### config.mk
export PLATFORM = sky130hd
export DESIGN_NAME = hash_message_block_padder_flat
export DESIGN_NICKNAME = d
export VERILOG_FILES = /design/src/hdl/hmbp_pkg.sv /design/src/hdl/hmbp_req_if.sv /design/src/hdl/hmbp_rsp_if.sv /design/src/hdl/hmbp_csr_if.sv /design/src/hdl/hmbp_ctrl.sv /design/src/hdl/hmbp_dp.sv /design/src/hdl/hash_message_block_padder.sv /design/src/flat_wrapper.sv
export SDC_FILE = /design/constraint.sdc
export NUM_CORES = 1
export LEC_CHECK = 0
export BUFFER_PORTS_ARGS = -buffer_cell sky130_fd_sc_hd__buf_2
export CAP_MARGIN = 20
export CORE_ASPECT_RATIO = 1.1
export CORE_MARGIN = 3
export CORE_UTILIZATION = 60
export CTS_CLUSTER_DIAMETER = 120
export DETAILED_ROUTE_END_ITERATION = 6
export GPL_TIMING_DRIVEN = 0
export PLACE_DENSITY = 0.88
export SETUP_SLACK_MARGIN = 0.3
export SLEW_MARGIN = 40
export SYNTH_ARGS = -nofsm -noshare
export SYNTH_HDL_FRONTEND = slang
export SYNTH_SLANG_ARGS = --single-unit
export TNS_END_PERCENT = 100
### constraint.sdc
create_clock -name clock -period 6.04 [get_ports clock]
set_input_delay 1.208 -clock clock [delete_from_list [all_inputs] [get_ports clock]]
set_output_delay 1.208 -clock clock [all_outputs]
set_load 0.02 [all_outputs]
### src/hdl/hmbp_pkg.sv
// ----------------------------------------------------------------------------
// Message block padder package
// Constants, phase codes and controller/datapath bundles.
// ----------------------------------------------------------------------------
package hmbp_pkg;

   localparam int DEF_MAX_BLOCK_BYTES = 128;
   localparam int LENGTH_FIELD_BYTES  = 8;
   localparam int WORD_INDEX_W        = 4;
   localparam int COUNT_W             = 64;

   localparam logic [7:0] PAD_MARK        = 8'h80;
   localparam logic [7:0] SMALL_LEN_START = 8'd56;
   localparam logic [7:0] BIG_LEN_START   = 8'd112;

   localparam logic OP_APPEND = 1'b0;
   localparam logic OP_FINISH = 1'b1;

   localparam logic [1:0] PH_DATA       = 2'd0;
   localparam logic [1:0] PH_PAD        = 2'd1;
   localparam logic [1:0] PH_MARK_FINAL = 2'd2;
   localparam logic [1:0] PH_LEN_FINAL  = 2'd3;

   typedef struct packed {
      logic                    append;
      logic                    rd_en;
      logic                    load;
      logic                    clear;
      logic [1:0]              phase;
      logic                    last_word;
      logic [WORD_INDEX_W-1:0] word;
   } cmd_type;

   typedef struct packed {
      logic full;
      logic two_blk;
      logic big;
   } status_type;

endpackage

### src/hdl/hmbp_req_if.sv
// ----------------------------------------------------------------------------
// Request channel
// Carries one message item: an operation code and a data byte.
// ----------------------------------------------------------------------------
interface hmbp_req_if;
   logic       valid;
   logic       ready;
   logic       operation;
   logic [7:0] data_byte;

   modport source (output valid, output operation, output data_byte, input ready);
   modport sink (input valid, input operation, input data_byte, output ready);
endinterface

### src/hdl/hmbp_rsp_if.sv
// ----------------------------------------------------------------------------
// Response channel
// Carries one block word with its position and end markers.
// ----------------------------------------------------------------------------
interface hmbp_rsp_if;
   logic        valid;
   logic        ready;
   logic [63:0] block_word;
   logic [3:0]  word_index;
   logic        last_of_block;
   logic        last_of_message;

   modport source (output valid, output block_word, output word_index,
                   output last_of_block, output last_of_message, input ready);
   modport sink (input valid, input block_word, input word_index,
                 input last_of_block, input last_of_message, output ready);
endinterface

### src/hdl/hmbp_csr_if.sv
// ----------------------------------------------------------------------------
// Configuration channel
// Write channel for the block size mode register.
// ----------------------------------------------------------------------------
interface hmbp_csr_if;
   logic valid;
   logic ready;
   logic block_size_mode;

   modport source (output valid, output block_size_mode, input ready);
   modport sink (input valid, input block_size_mode, output ready);
endinterface

### src/hdl/hmbp_ctrl.sv
// ----------------------------------------------------------------------------
// Message block padder controller
// Sequences byte appends and the word-by-word emission of blocks.
// ----------------------------------------------------------------------------
module hmbp_ctrl #(
   parameter int MAX_BLOCK_BYTES = hmbp_pkg::DEF_MAX_BLOCK_BYTES
) (
   input  logic                 clock,
   input  logic                 reset,
   input  logic                 req_valid,
   output logic                 req_ready,
   input  logic                 req_operation,
   input  logic                 rsp_ready,
   output logic                 rsp_valid,
   input  hmbp_pkg::status_type status,
   output hmbp_pkg::cmd_type    cmd
);
   import hmbp_pkg::*;

   localparam int PosW  = $clog2(MAX_BLOCK_BYTES);
   localparam int AddrW = PosW - 3;

   localparam logic [1:0] S_IDLE = 2'd0;
   localparam logic [1:0] S_READ = 2'd1;
   localparam logic [1:0] S_LOAD = 2'd2;
   localparam logic [1:0] S_SEND = 2'd3;

   logic [1:0]       state_ff, state_in;
   logic [AddrW-1:0] word_ff, word_in;
   logic [1:0]       phase_ff, phase_in;
   logic             last_word;

   assign last_word = (word_ff == (status.big ? {AddrW{1'b1}} : AddrW'(7)));

   always_comb begin
      state_in      = state_ff;
      word_in       = word_ff;
      phase_in      = phase_ff;
      req_ready     = (state_ff == S_IDLE);
      rsp_valid     = (state_ff == S_SEND);
      cmd           = '0;
      cmd.word      = WORD_INDEX_W'(word_ff);
      cmd.phase     = phase_ff;
      cmd.last_word = last_word;
      case (state_ff)
         S_IDLE: begin
            if (req_valid) begin
               word_in = '0;
               if (req_operation == OP_APPEND) begin
                  cmd.append = 1'b1;
                  if (status.full) begin
                     phase_in = PH_DATA;
                     state_in = S_READ;
                  end
               end else begin
                  phase_in = status.two_blk ? PH_PAD : PH_MARK_FINAL;
                  state_in = S_READ;
               end
            end
         end
         S_READ: begin
            cmd.rd_en = 1'b1;
            state_in  = S_LOAD;
         end
         S_LOAD: begin
            cmd.load = 1'b1;
            state_in = S_SEND;
         end
         S_SEND: begin
            if (rsp_ready) begin
               if (!last_word) begin
                  word_in  = word_ff + AddrW'(1);
                  state_in = S_READ;
               end else if (phase_ff == PH_PAD) begin
                  phase_in = PH_LEN_FINAL;
                  word_in  = '0;
                  state_in = S_READ;
               end else begin
                  cmd.clear = (phase_ff inside {PH_MARK_FINAL, PH_LEN_FINAL});
                  state_in  = S_IDLE;
               end
            end
         end
         default: begin
            state_in = S_IDLE;
         end
      endcase
   end

   always_ff @(posedge clock) begin
      if (reset) begin
         state_ff <= S_IDLE;
         word_ff  <= '0;
         phase_ff <= PH_DATA;
      end else begin
         state_ff <= state_in;
         word_ff  <= word_in;
         phase_ff <= phase_in;
      end
   end

endmodule

### src/hdl/hmbp_dp.sv
// ----------------------------------------------------------------------------
// Message block padder datapath
// Block buffer, byte count, mode register and padded word formation.
// ----------------------------------------------------------------------------
module hmbp_dp #(
   parameter int MAX_BLOCK_BYTES = hmbp_pkg::DEF_MAX_BLOCK_BYTES
) (
   input  logic                                  clock,
   input  logic                                  reset,
   input  logic [7:0]                            req_data_byte,
   input  logic                                  csr_write,
   input  logic                                  csr_block_size_mode,
   input  hmbp_pkg::cmd_type                     cmd,
   output hmbp_pkg::status_type                  status,
   output logic [63:0]                           rsp_block_word,
   output logic [hmbp_pkg::WORD_INDEX_W-1:0]     rsp_word_index,
   output logic                                  rsp_last_of_block,
   output logic                                  rsp_last_of_message
);
   import hmbp_pkg::*;

   localparam int   PosW     = $clog2(MAX_BLOCK_BYTES);
   localparam int   AddrW    = PosW - 3;
   localparam int   MemWords = 2 ** AddrW;
   localparam int   LenBits  = LENGTH_FIELD_BYTES * 8;
   localparam logic BigOk    = (MAX_BLOCK_BYTES >= 128);

   logic                 mode_ff;
   logic [COUNT_W-1:0]   count_ff, count_in;
   logic [7:0][7:0]      mem_ff [MemWords];
   logic [7:0][7:0]      rd_ff;
   logic [7:0][7:0]      fill_word;
   logic [63:0]          block_word_ff;
   logic [WORD_INDEX_W-1:0] word_index_ff;
   logic                 last_of_block_ff;
   logic                 last_of_message_ff;

   logic                 big;
   logic [PosW-1:0]      mask;
   logic [PosW-1:0]      pos;
   logic [AddrW-1:0]     word;
   logic                 final_phase;
   logic [PosW-1:0]      byte_pos;
   logic [LenBits-1:0]   bit_count;

   assign big         = mode_ff & BigOk;
   assign mask        = big ? {PosW{1'b1}} : PosW'(63);
   assign pos         = count_ff[PosW-1:0] & mask;
   assign word        = cmd.word[AddrW-1:0];
   assign final_phase = (cmd.phase == PH_MARK_FINAL) || (cmd.phase == PH_LEN_FINAL);
   assign bit_count   = LenBits'({count_ff[COUNT_W-4:0], 3'b000});

   assign status.full    = (pos == mask);
   assign status.two_blk = (8'(pos) >= (big ? BIG_LEN_START : SMALL_LEN_START));
   assign status.big     = big;

   always_comb begin
      byte_pos  = '0;
      fill_word = rd_ff;
      if (cmd.phase != PH_DATA) begin
         for (int k = 0; k < 8; k++) begin
            byte_pos = {word, 3'(k)};
            if (cmd.phase == PH_LEN_FINAL || byte_pos > pos) begin
               fill_word[7-k] = 8'h00;
            end else if (byte_pos == pos) begin
               fill_word[7-k] = PAD_MARK;
            end
         end
         if (final_phase && cmd.last_word) begin
            fill_word = bit_count;
         end
      end
   end

   always_comb begin
      count_in = count_ff;
      if (cmd.clear) begin
         count_in = '0;
      end else if (cmd.append) begin
         count_in = count_ff + COUNT_W'(1);
      end
   end

   always_ff @(posedge clock) begin
      if (reset) begin
         mode_ff  <= 1'b0;
         count_ff <= '0;
      end else begin
         count_ff <= count_in;
         if (csr_write) begin
            mode_ff <= csr_block_size_mode;
         end
      end
   end

   always_ff @(posedge clock) begin
      if (cmd.append) begin
         mem_ff[pos[PosW-1:3]][3'd7 - pos[2:0]] <= req_data_byte;
      end else if (cmd.load && cmd.phase != PH_DATA) begin
         mem_ff[word] <= fill_word;
      end
      if (cmd.rd_en) begin
         rd_ff <= mem_ff[word];
      end
   end

   always_ff @(posedge clock) begin
      if (cmd.load) begin
         block_word_ff      <= fill_word;
         word_index_ff      <= cmd.word;
         last_of_block_ff   <= cmd.last_word;
         last_of_message_ff <= cmd.last_word && final_phase;
      end
   end

   assign rsp_block_word      = block_word_ff;
   assign rsp_word_index      = word_index_ff;
   assign rsp_last_of_block   = last_of_block_ff;
   assign rsp_last_of_message = last_of_message_ff;

endmodule

### src/hdl/hash_message_block_padder.sv
// ----------------------------------------------------------------------------
// Hash message block padder
// Gathers message bytes into 64- or 128-byte blocks and emits padded blocks
// as big-endian 64-bit words.
// ----------------------------------------------------------------------------
// An append that does not complete a block is taken while the padder stays idle.
// Each emitted word goes through a buffer read, the forming of the padded word
// (written back to the buffer when padding) and a hand-off that waits out any
// response stall. A finish emits one or two blocks.
// Reset is synchronous; it clears the byte count, mode and controller only.
module hash_message_block_padder #(
   parameter int MAX_BLOCK_BYTES = hmbp_pkg::DEF_MAX_BLOCK_BYTES
) (
   input  logic        clock,
   input  logic        reset,
   hmbp_req_if.sink    req_ch,
   hmbp_rsp_if.source  rsp_ch,
   hmbp_csr_if.sink    csr_ch
);
   import hmbp_pkg::*;

   cmd_type    cmd;
   status_type status;

   assign csr_ch.ready = 1'b1;

   hmbp_ctrl #(
      .MAX_BLOCK_BYTES(MAX_BLOCK_BYTES)
   ) u_ctrl (
      .clock         (clock),
      .reset         (reset),
      .req_valid     (req_ch.valid),
      .req_ready     (req_ch.ready),
      .req_operation (req_ch.operation),
      .rsp_ready     (rsp_ch.ready),
      .rsp_valid     (rsp_ch.valid),
      .status        (status),
      .cmd           (cmd)
   );

   hmbp_dp #(
      .MAX_BLOCK_BYTES(MAX_BLOCK_BYTES)
   ) u_dp (
      .clock               (clock),
      .reset               (reset),
      .req_data_byte       (req_ch.data_byte),
      .csr_write           (csr_ch.valid & csr_ch.ready),
      .csr_block_size_mode (csr_ch.block_size_mode),
      .cmd                 (cmd),
      .status              (status),
      .rsp_block_word      (rsp_ch.block_word),
      .rsp_word_index      (rsp_ch.word_index),
      .rsp_last_of_block   (rsp_ch.last_of_block),
      .rsp_last_of_message (rsp_ch.last_of_message)
   );

endmodule

### src/flat_wrapper.sv
// flat-port wrapper written by rule: the top's interface ports become plain ports
module hash_message_block_padder_flat import hmbp_pkg::*;
#(
   parameter int MAX_BLOCK_BYTES = hmbp_pkg::DEF_MAX_BLOCK_BYTES
)
  (clock, reset, req_ch_valid, req_ch_operation, req_ch_data_byte, req_ch_ready, rsp_ch_valid, rsp_ch_block_word, rsp_ch_word_index, rsp_ch_last_of_block, rsp_ch_last_of_message, rsp_ch_ready, csr_ch_valid, csr_ch_block_size_mode, csr_ch_ready);
  hmbp_req_if req_ch_i ();
  hmbp_rsp_if rsp_ch_i ();
  hmbp_csr_if csr_ch_i ();
  input  logic clock;
  input  logic reset;
  input wire logic [$bits(req_ch_i.valid)-1:0] req_ch_valid;
  input wire logic [$bits(req_ch_i.operation)-1:0] req_ch_operation;
  input wire logic [$bits(req_ch_i.data_byte)-1:0] req_ch_data_byte;
  output wire logic [$bits(req_ch_i.ready)-1:0] req_ch_ready;
  output wire logic [$bits(rsp_ch_i.valid)-1:0] rsp_ch_valid;
  output wire logic [$bits(rsp_ch_i.block_word)-1:0] rsp_ch_block_word;
  output wire logic [$bits(rsp_ch_i.word_index)-1:0] rsp_ch_word_index;
  output wire logic [$bits(rsp_ch_i.last_of_block)-1:0] rsp_ch_last_of_block;
  output wire logic [$bits(rsp_ch_i.last_of_message)-1:0] rsp_ch_last_of_message;
  input wire logic [$bits(rsp_ch_i.ready)-1:0] rsp_ch_ready;
  input wire logic [$bits(csr_ch_i.valid)-1:0] csr_ch_valid;
  input wire logic [$bits(csr_ch_i.block_size_mode)-1:0] csr_ch_block_size_mode;
  output wire logic [$bits(csr_ch_i.ready)-1:0] csr_ch_ready;
  assign req_ch_i.valid = req_ch_valid;
  assign req_ch_i.operation = req_ch_operation;
  assign req_ch_i.data_byte = req_ch_data_byte;
  assign req_ch_ready = req_ch_i.ready;
  assign rsp_ch_valid = rsp_ch_i.valid;
  assign rsp_ch_block_word = rsp_ch_i.block_word;
  assign rsp_ch_word_index = rsp_ch_i.word_index;
  assign rsp_ch_last_of_block = rsp_ch_i.last_of_block;
  assign rsp_ch_last_of_message = rsp_ch_i.last_of_message;
  assign rsp_ch_i.ready = rsp_ch_ready;
  assign csr_ch_i.valid = csr_ch_valid;
  assign csr_ch_i.block_size_mode = csr_ch_block_size_mode;
  assign csr_ch_ready = csr_ch_i.ready;
  hash_message_block_padder #(.MAX_BLOCK_BYTES(MAX_BLOCK_BYTES)) u_core (.clock(clock), .reset(reset), .req_ch(req_ch_i), .rsp_ch(rsp_ch_i), .csr_ch(csr_ch_i));
endmodule
# Word-level counts from Yosys, hierarchy flattened
# Memories as Yosys holds them, arrays and structs flattened. A register that Yosys moved wholly into a read port is not among the register bits.
# Cells that the tools add are included.
# word_totals
register_bits	143
mem_bits_rw	1024
wordCells	128
mem_count	1
# classes
add_sub_neg	3
n_lt_le_gt_ge	11
eq_ne	22
n_mux	60
bitwise	1
n_reduce_logical	21
# memory_table
memory	depth	word_bits	read_ports	rd_ports_with_merged_regs	write_ports	line_no	text
u_core.u_dp.mem_ff	16	64	1	1	1	hmbp_dp.sv:30	logic [7:0][7:0] mem_ff [MemWords];
# op_table
cell	count
$mux 64	5
$mux 8	17
$add 64x1->64 const B	1
$reduce_or 64->1	1
$eq 7x7->1	9
$gt 7x7->1	8
$demux 8 s3	1
$mux 4	6
$mux 2	11
$mux 1	15
$mux 7	2
$logic_or 1x1->1	9
$eq 2x2->1 const B	4
$pmux 2 s4	1
$pmux 4 s2	1
$and 7x7->7	1
$ge 7x7->1	1
$ne 2x1->1 const B	3
$ne 3x2->1 const B	2
$reduce_and 6->1	1
$reduce_bool 2->1	3
$add 4x1->4 const B	1
$eq 2x1->1 const B	2
$eq 4x4->1	1
other kinds (10)	12

# Logic depth before layout (Yosys ltp)
# Gate-level depths: netlist (run 1).
# logic_depth
word_depth	9
mapped_depth	10

# By module
# Synthesis (run 1) repeated with hierarchy kept, for this count alone.
# unflattened
hier_cells	2567
area_unflattened_um2	49017.0
# modules_own_cells
mod	instances	cells_per_inst	area_each_um2	seq_area_each_um2
hmbp_dp	1	2500	48442.7	36014.5
hmbp_ctrl	1	65	563.0	160.2
hash_message_block_padder	1	2	11.3	0.0

# Worst setup path before layout (run 1)
# OpenSTA, ideal clock, no wires.
# synth_path
path_kind	register to register
from	reg u_core.u_ctrl.state_ff[0]
to	mem u_core.u_dp.mem_ff[13][0] (netlist name), enable pin
setup_time_ns	0.370
arrival_ns	3.833
slack_ns	1.837
stages_incl_launch_ff	10
cell_sequence	dfxtp_1 > inv_1 > ha_1 > and3_1 > clkbuf_1 > clkbuf_1 > nand3_1 > o31ai_1 > nand2_1 > nor2_1
# synth_via
elab_chain_len	8
# synth_rtl
element	line_no	text
start: declaration	hmbp_ctrl.sv:28	logic [1:0] state_ff, state_in;
start signal: assignment	hmbp_ctrl.sv:96	state_ff <= state_in;
$eq 2x2->1	hmbp_ctrl.sv:45	case (state_ff)
$mux 1	hmbp_ctrl.sv:45	
$logic_and 1x1->1	hmbp_dp.sv:99	end else if (cmd.load && cmd.phase != PH_DATA) begin
$mux 1	hmbp_dp.sv:99	
$mux 1	hmbp_dp.sv:97	if (cmd.append) begin
$mux 1 (not written as such)	hmbp_dp.sv:100	mem_ff[word] <= fill_word;
$reduce_or 64->1 (no source line)	n/a	
$mux 4 (no source line) / $mux 64 (equally long branches)	n/a	
end: declaration	hmbp_dp.sv:30	
# Several ways; a longest one is shown, not always the timed one.

# Worst setup path in the final report (run 1)
# layout_path
from	reg u_core.u_ctrl.word_ff[1]
to	mem u_core.u_dp.mem_ff[15][40] (netlist name), enable pin
# layout_via
elab_chain_len	1
# layout_rtl
element	line_no	text
start: declaration	hmbp_ctrl.sv:29	logic [AddrW-1:0] word_ff, word_in;
start signal: assignment	hmbp_ctrl.sv:97	word_ff <= word_in;
$mux 4 (no source line)	n/a	
# No other way between the ends.

==> qor.yml, run 1 <==
outcome: "complete, but fails checks"
cp_slowest_cell: "nor2_1"
cts_root_buf: "clkbuf_16"
grt.total_usage_pct: 31.8
avgSynthCellArea_um2: 20.0
pwr-share-seq_pct: 47.5
max-vdd-ir-drop_v: 0.000283
clockPowerShare_pct: 34.4
portBuffers: 85
cp.arrival_ns: 5.25
yosys-top-cells-area: "edfxtp_1 (72%), mux4_2 (15%), dfxtp_1 (2.9%), nor2_1 (1.8%), a22o_1 (0.87%)"
setup_viol: 0
synth_area_um2: 48500
cts_num_sinks: 1228
num_vias: 27400
h-tree-depth: 3
rrSetupSlack_ns: 1.09
antenna_left: 0
p_per_area_nw_per_um2: 385
power_mw: 21.0
crit_path_start_kind: "flop"
clockBufferDepth: 3
syn_to_final_growth_pct: 12.6
path_max_fanout: 10
yosysMostFrequentCell: "edfxtp_1"
ys.flop_type: "edfxtp_1"
power.switching_mw: 5.59
place.gp.congestion: 0.932
period_needed_ns: 4.95
dieArea_um2: 84200
drv_cap: 0
slew_headroom_pct: 21.9
ios: 88
dr.pass1.iters: 7
post_cts_buffers: 0
avgViaCountPerCell: 7.25
cts_tree: "done"
criticalPathCategory: "flop to flop"
hold_viol: 0
synth_nets: 2448
clk_latency_ns: 0.72
wl_met2_mm: 65.3
crit_path_frequent_cell: "clkbuf_2"
finalWirelength_mm: 133
drt_iter0_markers: 4589
wire_per_inst_um: 35.2
holdWs_ns: 0.530
synth_common_cells: "edfxtp_1 (1158), mux4_2 (320), nor2_1 (233)"
grt_start_max_net_pins: 35
slowest_delay_ns: 0.99
yosysSeqAreaShare_pct: 74.6
die_y_um: 304
drc: 11
grt_overflow_total: 0
synth_edf_count: 1158
antenna_found_initial: 10
cp-end-kind: "flop"
grt_pass1_wl_mm: 193
synth_cells: 2418
core_area_um2: 79500
violations: "DRC"
cts-resized-gates: 0
synth_seq_cells: 1228
min_path_type: "flop to flop"
yosys_warnings: 0
grt_pass1_vias: 27800
wl_met1_mm: 41.6
top_layer_used: "met5"
required_ns: 6.34
wl_met3_mm: 17.5
p_comb_share_pct: 18.1
rsz0062_at_grt: "no"
fmax_mhz: 202
leakage_nw: 16.9
ctsHoldBuffers: 0
yosysTopAreaCell: "edfxtp_1"
num-nets-final: 2661
yosysTopAreaCellShare_pct: 71.7
cts_buffers: 111
fin_util_pct: 68.7
switching_share_pct: 26.6
worst_slew_pin_slew_ns: 1.17
slew_violations: 0
synth_cell_types: 62
async_flop_share_pct: 0
clk_pin_slew_ns: 0.07
p_int_mw: 15.4
fp.dieW_um: 277
initial_utilization_pct: 61.0
drive_gt1_share_pct: 30.7
fin_crit_sh_pct: 81.9
clock-skew-final_ns: 0.0429
dpl.hpwl_mm: 82.3
num_rows: 108
cp_cell_sequence: "clkbuf_2, clkbuf_2, buf_1, nand3_1, o21ai_0, nand2_1, nor2_1"
layer usage:
metal  vias up  GRT usage (%)
li1      10400              -
met1     13800           38.5
met2      2590           51.6
met3       635           9.87
met4         6           17.2
met5         -          0.684
layout by cell type, fill, tap and decap left out, drive strengths merged, types with 33 or more instances in the layout:
master,n
a22o,48
buf,149
clkbuf,208
clkinv,50
dfxtp,70
edfxtp,1158
inv,33
mux4,320
nand2,87
nor2,233
o21ba,39
xnor2,38
worst max-delay path, delay by kind of cell (launching register included):
| family | cells | cell delay (ns) |
|---|---|---|
| buffers and inverters | 3 | 1.78 |
| AND/OR/NAND/NOR | 3 | 1.96 |
| AO/OA/AOI/OAI | 1 | 0.24 |
| flip-flops | 1 | 0.50 |
stage by stage:
stage | std cells | setup TNS (ns) | area, µm² | setup slack (ns)
final | 3778 | 0 | 54600 | 1.09
after global routing | 3774 | 0 | 54600 | 1.27
after CTS | 3771 | 0 | 54300 | 1.46
after detailed placement | 3561 | 0 | 50700 | 1.31
after global placement | 3548 | -380.15 | 50200 | -0.755
after floorplan | 2418 | 0 | 48500 | 1.84
kinds of logic (layout without fill, tap and decap cells):
logic type / Yosys count / in the layout / share of synthesized area [%]
xor+xnor: 56 / 56 / 1.01
buf+inv: 149 / 459 / 1.29
fa+ha+maj: 15 / 15 / 0.387
flops: 1228 / 1228 / 74.6
compound gates: 202 / 202 / 3.23
other cells: 1 / 6 / 0.00774
mux: 326 / 326 / 15.0
simple gates: 441 / 441 / 4.45
power groups by stage:
stage / combinational (mW) / clock [mW] / sequential, mW
after floorplan: 2.36 / 0 / 10.2
after global placement: 3.38 / 0 / 10.2
final: 3.80 / 7.23 / 9.98
after detailed placement: 3.63 / 0 / 10.1
after global routing: 3.95 / 7.54 / 9.99
after CTS: 3.72 / 7.20 / 9.98
worst paths after layout:
kind | startpoint | endpoint | cells past startpoint
setup reg to reg | u_core.u_ctrl.word_ff[1] | u_core.u_dp.mem_ff[15][40] | 7
setup / recovery | u_core.u_ctrl.word_ff[1] | u_core.u_dp.mem_ff[15][40] | 7
hold reg to reg | u_core.u_ctrl.phase_ff[1] | u_core.u_ctrl.phase_ff[1] | 2
hold / removal | u_core.u_ctrl.phase_ff[1] | u_core.u_ctrl.phase_ff[1] | 2
flip-flops by register name, summed over array words and instances, names as in the netlist:
register                         cells
u_core.u_dp.mem_ff                1024
u_core.u_dp.rd_ff                   64
u_core.u_dp.big                      1
u_core.u_dp.count_ff                61
u_core.u_ctrl.state_ff               2
u_core.u_ctrl.phase_ff               2
u_core.u_dp.rsp_last_of_message      1
u_core.u_dp.rsp_word_index           4
u_core.u_dp.rsp_last_of_block        1
u_core.u_ctrl.word_ff                4
u_core.u_dp.rsp_block_word          64
final cells by class:
| type | instances | area, µm² |
|---|---|---|
| flip-flops and latches | 1228 | 36200 |
| fillers | 4468 | 24900 |
| multi-input cells | 1041 | 12100 |
| clock buffers | 134 | 2920 |
| well taps | 1045 | 1310 |
| clock inverters | 76 | 768 |
| repair buffers | 100 | 653 |
| plain buffers | 123 | 554 |
| inverters | 26 | 97.6 |
| diodes | 5 | 12.5 |
(Power assumes the default switching activity.)
==> run 2: changes to the inputs <==
- clock period: 6.04 -> 4.76 ns (I/O delays scaled with it)
==> run 2 against run 1 <==
Against the previous run: the flow still finishes with violations (DRC); non-clock buffer count stayed put; fmax rose by 4.6%; routed wire length shrank 0.11%.
==> qor.yml, run 2 (synthesized netlist as in run 1, its figures left out) <==
cp-end-kind: "flop"
mostFrequentLayoutCell: "edfxtp_1"
required_ns: 5.06
holdPathEnd: "u_core.u_dp.big"
max-vdd-ir-drop_v: 0.000358
p_per_area_nw_per_um2: 488
num_vias: 27300
layout_common_cells: "edfxtp_1 (1158), mux4_2 (320), nor2_1 (135)"
avgViaCountPerCell: 7.22
drt_iter0_markers: 4358
drc: 2
core_area_um2: 79500
syn_to_final_growth_pct: 12.7
slew_violations: 0
path_max_fanout: 10
largest_register_ffs: 1024
drive_gt1_share_pct: 31.4
fin_area_um2: 54600
cts_num_sinks: 1228
leakage_nw: 16.9
worst_slew_pin_slew_ns: 1.09
grt_pass1_vias: 27900
post_cts_buffers: 0
violations: "DRC"
initial_utilization_pct: 61.0
fp.dieW_um: 277
criticalPathCategory: "flop to flop"
min_path_type: "input pin to flop"
num_rows: 108
cts_root_buf: "clkbuf_16"
dr.pass1.iters: 7
fin_crit_sh_pct: 99.4
hold_viol: 0
grt_start_max_net_pins: 35
fin_util_pct: 68.8
rsz0062_at_grt: "yes"
holdWs_ns: 0.496
dieArea_um2: 84200
fmax_mhz: 211
drv_cap: 0
holdPathStages: 3
clockBufferDepth: 3
cts_tree: "done"
r2r_start: "u_core.u_ctrl.word_ff[1]"
clk_latency_ns: 0.72
finalWirelength_mm: 133
cts_buffers: 111
period_needed_ns: 4.73
crit_path_start_kind: "flop"
startpoint: "u_core.u_ctrl.word_ff[1]"
hp-start: "csr_ch_block_size_mode"
setup_viol: 0
grtUsageMet2_pct: 51.5
antenna_found_initial: 10
grt.total_usage_pct: 31.7
antenna_left: 0
place.gp.congestion: 0.932
met1_usage_pct: 38.3
ios: 88
cp.arrival_ns: 5.03
largest-register: "u_core.u_dp.mem_ff"
wire_per_inst_um: 35.2
slew_headroom_pct: 26.9
portBuffers: 85
rr_worst_depth: 7
die_y_um: 304
met3_usage_pct: 9.61
r2r_end: "u_core.u_dp.mem_ff[11][43]"
h-tree-depth: 3
dpl.hpwl_mm: 82.3
power_mw: 26.7
clock-skew-final_ns: 0.0451
rrSetupSlack_ns: 0.03
tns_ns: 0
gr-max-usage-layer: "met2"
num-nets-final: 2661
outcome: "complete, but fails checks"
placed_cell_area_um2: 50700
grt_pass1_wl_mm: 193
clk_pin_slew_ns: 0.07
grt_overflow_total: 0
-- run 2: cell types whose count changed in the layout (fill, tap and decap cells not counted), sizes merged --
cell,delta
diode,-1
-- run 2: repair_timing --
| action | 4_1_cts | 5_1_grt |
|---|---|---|
| hold buffers | 0 | 0 |
| hold endpoints to repair | 0 | 0 |
| resized for setup | 20 | 15 |
| setup endpoints to repair | 181 | 177 |
-- run 2: per-stage QoR --
step / worst slack (ns) / instances
4_1_cts: 0.208 / 3771
3_5_place_dp: 0.283 / 3561
3_3_place_gp: -2.04 / 3548
2_1_floorplan: 0.557 / 2418
6_report: 0.0305 / 3777
5_1_grt: 0.144 / 3773
-- run 2: worst max-delay path by stage --
stage,endpoint,slack [ns],depth (start not counted)
after detailed placement,u_core.u_dp.mem_ff[6][34],0.28,9
after global placement,u_core.u_dp.mem_ff[15][50],-2.04,9
after global routing,u_core.u_dp.mem_ff[11][28],0.14,10
after floorplan,u_core.u_dp.mem_ff[13][0],0.56,9
after CTS,u_core.u_dp.mem_ff[5][59],0.21,8
final,u_core.u_dp.mem_ff[11][43],0.03,7
-- run 2: final cells by class --
type                            count  area (µm²)
Clock buffer                      134        2920
Sequential cell                  1228       36200
Tap cell                         1045        1310
Antenna cell                        4        10.0
Clock inverter                     76         768
Timing Repair Buffer              100         653
Inverter                           26        97.6
Multi-Input combinational cell   1041       12200
Buffer                            123         554
Fill cell                        4461       24800
-- run 2: layer usage --
metal	part of all wire, %	wire length (µm)
met2	49	65100
met1	31	41600
met3	13	17400
met5	0.035	46
met4	6.6	8770
-- run 2: critical path, stage by stage, from the launching register on --
cell      delay, ns
dfxtp_1        0.48
clkbuf_2       0.51
clkbuf_2       0.63
buf_1          0.64
nand3_1        0.14
o21ai_0        0.24
nand2_1        0.73
nor2_1         0.92
-- run 2: power breakdown --
group,switching (mW),internal [mW],leakage [nW]
Sequential,0.171,12.5,11.0
Combinational,2.85,1.98,4.10
Clock,4.06,5.10,1.80
